### config.mk
export PLATFORM = sky130hd
export DESIGN_NAME = pgb_apb_regs
export DESIGN_NICKNAME = d
export VERILOG_FILES = /design/src/rtl/core/pgb_pkg.sv /design/src/rtl/core/pgb_apb_regs.sv
export SDC_FILE = /design/constraint.sdc
export NUM_CORES = 1
export LEC_CHECK = 0
export BUFFER_PORTS_ARGS = -buffer_cell sky130_fd_sc_hd__buf_2
export CORE_UTILIZATION = 40
export CTS_BUF_LIST = sky130_fd_sc_hd__clkbuf_4
export CTS_CLUSTER_SIZE = 8
export DETAILED_ROUTE_END_ITERATION = 7
export PLACE_DENSITY = 0.93
export SYNTH_ARGS = -nofsm -noshare
export SYNTH_HDL_FRONTEND = slang
export SYNTH_SLANG_ARGS = --single-unit
### constraint.sdc
create_clock -name clk -period 1 [get_ports clk]
set_input_delay 0.05 -clock clk [delete_from_list [all_inputs] [get_ports clk]]
set_output_delay 0.05 -clock clk [all_outputs]
set_load 0.005 [all_outputs]
### src/rtl/core/pgb_pkg.sv
// pgb_pkg: shared types, codes and constants for the glyph blitter.
// No dependencies; used by pgb_apb_regs and page_display_glyph_blitter.
package pgb_pkg;

    localparam int unsigned FONT_BYTES_DEF     = 4096;
    localparam int unsigned SCREEN_COLUMNS_DEF = 128;
    localparam int unsigned SCREEN_PAGES_DEF   = 8;

    localparam int unsigned CALC_W   = 17;
    localparam int unsigned MUL_A_W  = 9;
    localparam int unsigned MUL_B_W  = 8;
    localparam int unsigned ROWS_W   = 4;
    localparam int unsigned GW_W     = 6;
    localparam int unsigned BYTE_W   = 8;

    localparam int unsigned S_TDATA_W = 64;
    localparam int unsigned S_TUSER_W = 2;
    localparam int unsigned M_TDATA_W = 8;
    localparam int unsigned M_TUSER_W = 1;

    localparam int unsigned PADDR_W = 4;
    localparam int unsigned PDATA_W = 32;

    localparam logic [1:0] REG_GLYPH_WIDTH  = 2'd0;
    localparam logic [1:0] REG_GLYPH_HEIGHT = 2'd1;
    localparam logic [1:0] REG_FIRST_CODE   = 2'd2;

    localparam logic [5:0] GLYPH_WIDTH_RST  = 6'd5;
    localparam logic [5:0] GLYPH_HEIGHT_RST = 6'd7;
    localparam logic [7:0] FIRST_CODE_RST   = 8'd32;

    localparam logic [1:0] REQ_LOAD = 2'd0;
    localparam logic [1:0] REQ_DRAW = 2'd1;
    localparam logic [1:0] REQ_READ = 2'd2;

    localparam logic [1:0] INK_SET    = 2'd1;
    localparam logic [1:0] INK_INVERT = 2'd2;

    typedef struct packed {
        logic [5:0] glyph_width;
        logic [5:0] glyph_height;
        logic [7:0] first_code;
    } cfg_t;

    typedef enum logic [3:0] {
        ST_CLEAR,
        ST_IDLE,
        ST_MUL1,
        ST_MUL2,
        ST_CHECK,
        ST_COUNT,
        ST_FONT_RD,
        ST_FONT_DATA,
        ST_UP_RD,
        ST_UP_WR,
        ST_LO_RD,
        ST_LO_WR,
        ST_NEXT,
        ST_DISP_DATA,
        ST_DONE
    } state_t;

endpackage

### src/rtl/core/pgb_apb_regs.sv
// pgb_apb_regs: APB register file for glyph geometry and first code.
// Depends on pgb_pkg.
module pgb_apb_regs
(
    input  logic                          clk,
    input  logic                          rst_n,
    input  logic                          psel,
    input  logic                          penable,
    input  logic                          pwrite,
    input  logic [pgb_pkg::PADDR_W-1:0]   paddr,
    input  logic [pgb_pkg::PDATA_W-1:0]   pwdata,
    output logic [pgb_pkg::PDATA_W-1:0]   prdata,
    output logic                          pready,
    output pgb_pkg::cfg_t                 cfg
);

    pgb_pkg::cfg_t cfg_reg;
    pgb_pkg::cfg_t cfg_next;
    logic          wr_en;

    assign pready = 1'b1;
    assign wr_en  = psel & penable & pwrite;
    assign cfg    = cfg_reg;

    always_comb
    begin
        cfg_next = cfg_reg;
        if (wr_en)
        begin
            case (paddr[3:2])
                pgb_pkg::REG_GLYPH_WIDTH:  cfg_next.glyph_width  = pwdata[5:0];
                pgb_pkg::REG_GLYPH_HEIGHT: cfg_next.glyph_height = pwdata[5:0];
                pgb_pkg::REG_FIRST_CODE:   cfg_next.first_code   = pwdata[7:0];
                default:                   cfg_next = cfg_reg;
            endcase
        end
    end

    always_comb
    begin
        case (paddr[3:2])
            pgb_pkg::REG_GLYPH_WIDTH:  prdata = 32'(cfg_reg.glyph_width);
            pgb_pkg::REG_GLYPH_HEIGHT: prdata = 32'(cfg_reg.glyph_height);
            pgb_pkg::REG_FIRST_CODE:   prdata = 32'(cfg_reg.first_code);
            default:                   prdata = '0;
        endcase
    end

    always_ff @(posedge clk or negedge rst_n)
    begin
        if (!rst_n)
        begin
            cfg_reg.glyph_width  <= pgb_pkg::GLYPH_WIDTH_RST;
            cfg_reg.glyph_height <= pgb_pkg::GLYPH_HEIGHT_RST;
            cfg_reg.first_code   <= pgb_pkg::FIRST_CODE_RST;
        end
        else
        begin
            cfg_reg <= cfg_next;
        end
    end

endmodule

==> run summary, run 1 <==
The run finished, with violations left. The final reports fail on negative setup slack. The die is 55.6 um tall. The clock sink count came out at 20.

The worst hold path belongs to the class in -> reg. In the routed layout, each cell is associated on average with a via count of 4.38. On the critical path the largest part of the delay comes from flip-flops.

Clock tree synthesis selected as its root buffer the cell clkbuf_4. The count of nets left with antenna violations once routing finished came out at 0. STA classifies the critical path startpoint as a flop. The number of top-level design ports is 94, and the placer congestion estimate is 0.714.

Setup repair after global routing could not meet its margin everywhere. The slowest stage of the critical path belongs to the cell dfstp_2. Counting distinct cell types in the post-synthesis netlist gives 17.

Max-cap violations in this run came to 0. The mean cell area of the mapped netlist is 12.1 um^2. During placement, the flow inserted port buffers numbering 42. The tools report the required time at the worst-slack endpoint as 0.95 ns. The region available for standard cell placement spans 2730 um^2.

The power density normalized to cell area came out at 1760 nW/um^2. The final critical path takes up 120% of the cycle. The worst register-to-register path begins at cfg[5]. The layout overhead on the synthesized area was 41.3%. The initial utilization of the core area, before any placement, comes to 42.1%.

The register-to-register path setup slack is 0.07 ns. The final net count was 204. In this run the worst path has a maximum fanout of 2. The delay of the slowest cell on the worst path works out to 0.55 ns. Synthesis handed over a netlist of 95 instances. The maximum number of pins on one net before global-route repair is 21. The clock transition time at the flip-flop clock pins of the worst setup and hold paths is 0.11 ns, and the number of hold-slack violations in the final timing report is 0. Data on the critical path arrives at its endpoint at 1.15 ns. The number of cell instances on the worst register-to-register path was 3. The longest clock path from root to sink contains 2 buffers. The total clock buffers created by CTS is 3. The die is 55.6 um wide.

On the final layout, the worst clock skew is 0 ns. The tools report the startpoint of the worst hold path as pwdata[5]. Of the cells placed in the final design, the portion with a size suffix greater than 1 is 60.5%. The first global-routing pass estimated 3740 um of wire. For this run, the total global-route usage over all layers was measured as 15.5%.

The post-route total power is 2.87 mW. After layout, the minimum clock period comes to 1.20 ns. The logs give 1 for the number of DRC markers after the initial detailed-route iteration and 0.872 nW for the static leakage.

The path with the worst hold slack has its endpoint at cfg[13]. In this run the core area contains 19 standard-cell rows. In the final routed layout, each cell accounts on average for 12.6 um. The number of antenna diodes in the final layout is 0.

Setup violations remaining at the end of the flow were counted as 14. Timing would allow up to 834 MHz. The via count of the first global-routing pass was 803; the count of warnings emitted by yosys was 0. The HPWL reported at the end of detailed placement is 1690 um, and the insertion delay of the later-clocked pin in the worst-skew pair is 0.29 ns. Counting instances, the worst hold path has a depth of 2.

The tools report the deepest level of the CTS H-tree as 1. Synthesis inferred 20 register bits. For this run, design rule violations remaining after detail routing come to 0. STA classifies the critical path endpoint as an output port. The buffer and inverter count on the worst path works out to 1. The die covers 3100 um^2. Summing every instance area after synthesis gives 1150 um^2. For the max-slew violation total from the final report, the log shows 0. Fill cells in the final layout number 234. The capture instance of the worst register-to-register path was cfg[5]. The initial antenna violation count was 0; the register area share after synthesis was 44.1%. The total iterations of the first detailed-routing run was 2; the post-route worst hold slack was 0.00608 ns. After global routing the overflow that remains totals 0. The run gives 2430 um as the total wirelength of the detailed-routed design.

Traced cell by cell, the critical path runs through mux2i_1, o21ai_1, buf_2. TritonCTS built the clock tree. The detailed router placed 846 vias in this run. IR analysis of the VDD net gives a maximum drop of 0.00114 V. For the setup slack of the critical path after layout, the log shows -0.200 ns. The number of flip-flops under the largest register name came out at 20. The critical path in this run is classified as reg -> out.
==> worst register-to-register path, delay by kind of cell, from the launching register on <==
| kind | cells | cell delay [ns] |
|---|---|---|
| muxes | 1 | 0.25 |
| buffers and inverters | 2 | 0.23 |
| DFF | 1 | 0.39 |
==> metrics by stage <==
stage	utilization [%]	setup WS [ns]	cell area [um^2]	setup TNS (ns)	std cells
after detailed placement	50.6	-0.216	1380	-3.00	174
after global routing	59.5	-0.266	1630	-2.23	193
after global placement	50.6	-0.199	1380	-2.78	174
after CTS	57.7	-0.198	1580	-1.32	191
final	59.5	-0.200	1630	-1.46	193
after floorplan	-	-0.0651	1280	-0.879	118
==> routing by layer <==
layer / vias up / global-route usage [%] / part of all wire [%]
li1: 406 / - / -
met2: 40 / 28.7 / 51
met5: - / 0 / 0
met4: 0 / 2.14 / 0
met3: 0 / 3.26 / 6.1
met1: 400 / 18.8 / 43
==> cells by family (layout without fill, tap and decap cells) <==
family / Yosys count / in the layout / share of synthesized area (%)
compound gates: 6 / 6 / 2.61
other cells: 2 / 25 / 0.652
buf+inv: 28 / 72 / 17.7
mux: 26 / 26 / 26.7
flops: 20 / 20 / 44.1
simple gates: 13 / 13 / 8.15
==> how the worst max path moves through the flow <==
stage / end / cells past startpoint / slack, ns / from
after CTS: prdata[5] / 3 / -0.20 / cfg[5]
after detailed placement: cfg[13] / 5 / -0.22 / pwrite
after global routing: prdata[5] / 3 / -0.27 / cfg[5]
final: prdata[0] / 3 / -0.20 / cfg[14]
after global placement: cfg[11] / 5 / -0.20 / pwrite
after floorplan: cfg[11] / 4 / -0.07 / pwrite
==> repair_timing <==
action                                  in CTS  in global routing
endpoints found under the hold margin       22                  0
hold buffers                                 3                  0
setup buffers                               10                  2
pin swaps                                    2                  2
resized for setup                           11                  9
endpoints found under the setup margin      14                 17
==> cells in the mapped netlist, drive strengths merged <==
| cell | instances | share of area, % |
|---|---|---|
| or3b | 1 | 0.76 |
| dfrtp | 14 | 30 |
| mux2i | 6 | 5.2 |
| conb | 2 | 0.65 |
| dfstp | 6 | 14 |
| nand3 | 1 | 0.87 |
| o21ai | 6 | 2.6 |
| nor2b | 1 | 0.54 |
| nand2 | 6 | 2.0 |
| and3b | 2 | 1.5 |
| mux2 | 20 | 22 |
| nor3b | 1 | 1.6 |
| nor3 | 1 | 0.87 |
| buf | 27 | 17 |
| clkbuf | 1 | 0.33 |
==> cell usage in the layout, fill, tap and decap left out, drive strengths merged <==
master        n
nor3b         1
bufinv        1
dfrtp        14
nor2b         1
nand3         1
conb         25
nor3          1
or3b          1
mux2         20
clkbuf        3
mux2i         6
o21ai         6
dlygate4sd3   3
dfstp         6
nand2         6
buf          65
and3b         2
==> power by group <==
part           internal (mW)  switching (mW)
registers               1.04           0.142
clock network          0.405           0.238
logic                  0.688           0.357
total                   2.13           0.737
==> final cells by class <==
type	count	area (um^2)	share of cell area [%]
Multi-Input combinational cell	70	544	33.5
Tap cell	31	38.8	2.38
Sequential cell	20	508	31.2
Timing Repair Buffer	68	483	29.7
Clock inverter	1	30.0	1.85
Clock buffer	3	22.5	1.38
No activity file was read; power rests on OpenSTA's default activity.
==> inputs of run 2 (changes only) <==
--- a/config.mk
+++ b/config.mk
@@ -8,9 +8,11 @@
 export BUFFER_PORTS_ARGS = -buffer_cell sky130_fd_sc_hd__buf_2
 export CORE_UTILIZATION = 40
 export CTS_BUF_LIST = sky130_fd_sc_hd__clkbuf_4
+export CTS_CLUSTER_DIAMETER = 80
 export CTS_CLUSTER_SIZE = 8
 export DETAILED_ROUTE_END_ITERATION = 7
 export PLACE_DENSITY = 0.93
+export SKIP_CTS_REPAIR_TIMING = 1
 export SYNTH_ARGS = -nofsm -noshare
 export SYNTH_HDL_FRONTEND = slang
 export SYNTH_SLANG_ARGS = --single-unit
==> run summary, run 2 (synthesized netlist as in run 1, its figures left out) <==
The post-route clock period utilization was 120%. Leaving out fill and tap cells, the most frequent cell in the layout is buf_2. The core region is 2730 um^2. At the later pin of the worst-skew pair, clock insertion delay measures 0.29 ns. The net switching share of the total power came out at 25.7%. For this design the static power due to leakage is 0.819 nW. In the global route stage, met2 resource usage came out at 24.8%.

The buffer levels on the longest clock path was 2. The total clock buffers created by CTS is 3. Worst hold path class: in -> reg. TritonCTS built the clock tree. Cells fill 55.5% of the core in the end. In the global route stage, overall resource usage came out at 13.7%. Setup repair after global routing could not meet its margin everywhere. In the final routed layout, each cell accounts on average for 11.9 um. Setup violations remaining at the end of the flow were counted as 13. The deepest level of the CTS H-tree was 1; the clock sink count was 20. The top cell types in the final layout, fill and taps aside, are buf_2 (41), conb_1 (25), dfrtp_1 (14), buf_4 (14), mux2_2 (11). After detailed routing, the number of vias per cell comes to 4.36. The global-route met1 utilization is 17.0%.

The run gives 0 as the max-slew violation total from the final report. The initial core utilization is 42.1%. STA classifies the critical path endpoint as an output port. STA classifies the critical path startpoint as a flop. The logs give 834 MHz for the maximum frequency from static timing analysis and 2 for the total iterations of the first detailed-routing run. The cell row count came out at 19. After detailed routing, the total wire length is 2210 um. The HPWL reported at the end of detailed placement came out at 1690 um.

The run gives 3100 um^2 as the total die area. In this run the worst path has a maximum fanout of 3. The total overflow left after global routing is 0.

The final reports fail on negative setup slack. The tools report the placer congestion estimate as 0.714. The net count of the finished layout is 197. The tools report the number of top-level design ports as 94.

In this run, flip-flops and latches consume 45.2% of the power. The peak-usage layer in the global routing report is met2. The tree is rooted in a clkbuf_4.

Global routing used 3.26% of the available met3 tracks. The number of hold-slack violations in the final timing report was 0. In this run the vertical extent of the chip is 55.6 um. The clock period minus worst slack is 1.20 ns.

After detailed routing, the number of remaining DRC violations is 0. For this design the total switching power over the nets is 0.672 mW. At the worst endpoint, the arrival time is 1.15 ns.

The worst ir drop on vdd is 0.00116 V. The setup slack of the critical path after layout is -0.199 ns, and the maximum number of pins on one net before global-route repair is 21. The register with the most flip-flops in the layout has 20 of them. After the first detailed-routing iteration, the DRC count stood at 2.

In this run the horizontal extent of the chip is 55.6 um. The power density normalized to cell area was 1730 nW/um^2; the number of antenna diodes was 0. The number of antenna-violating nets in the routed design came out at 0. Combinational logic burns 30.5% of the power. Setup slack on the worst reg-to-reg path comes out at 0.10 ns. Count of buffers inserted at the top-level ports: 42.

The sum of negative setup slack was -1.04 ns. Internal power comes to 1.95 mW. The routed layout has 811 vias. For the initial antenna violation count, the log shows 0. Of the total power, the clock network draws 24.3%.

For the first-pass GRT wire length, the log shows 3310 um. Required time at the worst-slack endpoint: 0.95 ns. The max-cap check violation count was 0. For the final database, setup skew stands at 0 ns.

For the via count of the first global-routing pass, the log shows 709. The run finished, with violations left. Total power for the finished layout comes to 2.62 mW. After clock tree synthesis, the clock-pin slew on the worst setup and hold paths is 0.11 ns. Of the cells placed in the final design, the portion with a size suffix greater than 1 is 58.1%. The type of the worst setup path was reg -> out.

The layout overhead on the synthesized area came out at 31.7%.
-- run 2: cell types whose count changed in the layout (fill, tap and decap cells not counted), sizes merged --
| cell | before | now |
|---|---|---|
| dlygate4sd3 | 3 | 4 |
| buf | 65 | 57 |
-- run 2: worst max-delay path, cell delays in order (launching register included) --
cell and delay (ns):
dfstp_2 0.56, mux2i_1 0.06, o21ai_1 0.12, buf_2 0.12
-- run 2: worst paths after layout --
kind                       startpoint        end  cells past startpoint
setup / recovery               cfg[5]  prdata[5]                      3
hold / removal              pwdata[3]    cfg[11]                      2
setup reg to reg               cfg[7]     cfg[7]                      2
hold reg to reg               cfg[18]    cfg[18]                      1
max in group asynchronous       rst_n     cfg[9]                      2
min in group asynchronous       rst_n     cfg[3]                      2
-- run 2: final cells by class --
class / count / area (um^2)
clock buffer: 3 / 22.5
multi-input combinational: 70 / 544
clock inverter: 1 / 30.0
tap: 31 / 38.8
timing repair buffer: 61 / 373
fill: 243 / 1220
sequential: 20 / 508
-- run 2: power by group through the flow --
stage | logic [mW] | registers [mW] | clock network (mW)
5_1_grt | 0.869 | 1.21 | 0.687
3_3_place_gp | 0.685 | 1.20 | 0
6_report | 0.800 | 1.18 | 0.637
3_5_place_dp | 0.708 | 1.20 | 0
2_1_floorplan | 0.420 | 1.20 | 0
4_1_cts | 0.710 | 1.19 | 0.652
-- run 2: routing by layer --
layer	part of all wire, %	vias up
li1	-	391
met1	42	380
met2	51	40
met3	6.5	0
met4	0	0
met5	0	-
-- run 2: through the flow --
stage / hold WS [ns] / setup slack (ns) / instances / cell area, um^2
final: 0.0158 / -0.199 / 186 / 1520
after global routing: 0.00409 / -0.274 / 186 / 1520
after CTS: -0.322 / -0.249 / 178 / 1440
after detailed placement: 0.00905 / -0.216 / 174 / 1380
after global placement: 0.00358 / -0.199 / 174 / 1380
after floorplan: -0.246 / -0.0651 / 118 / 1280
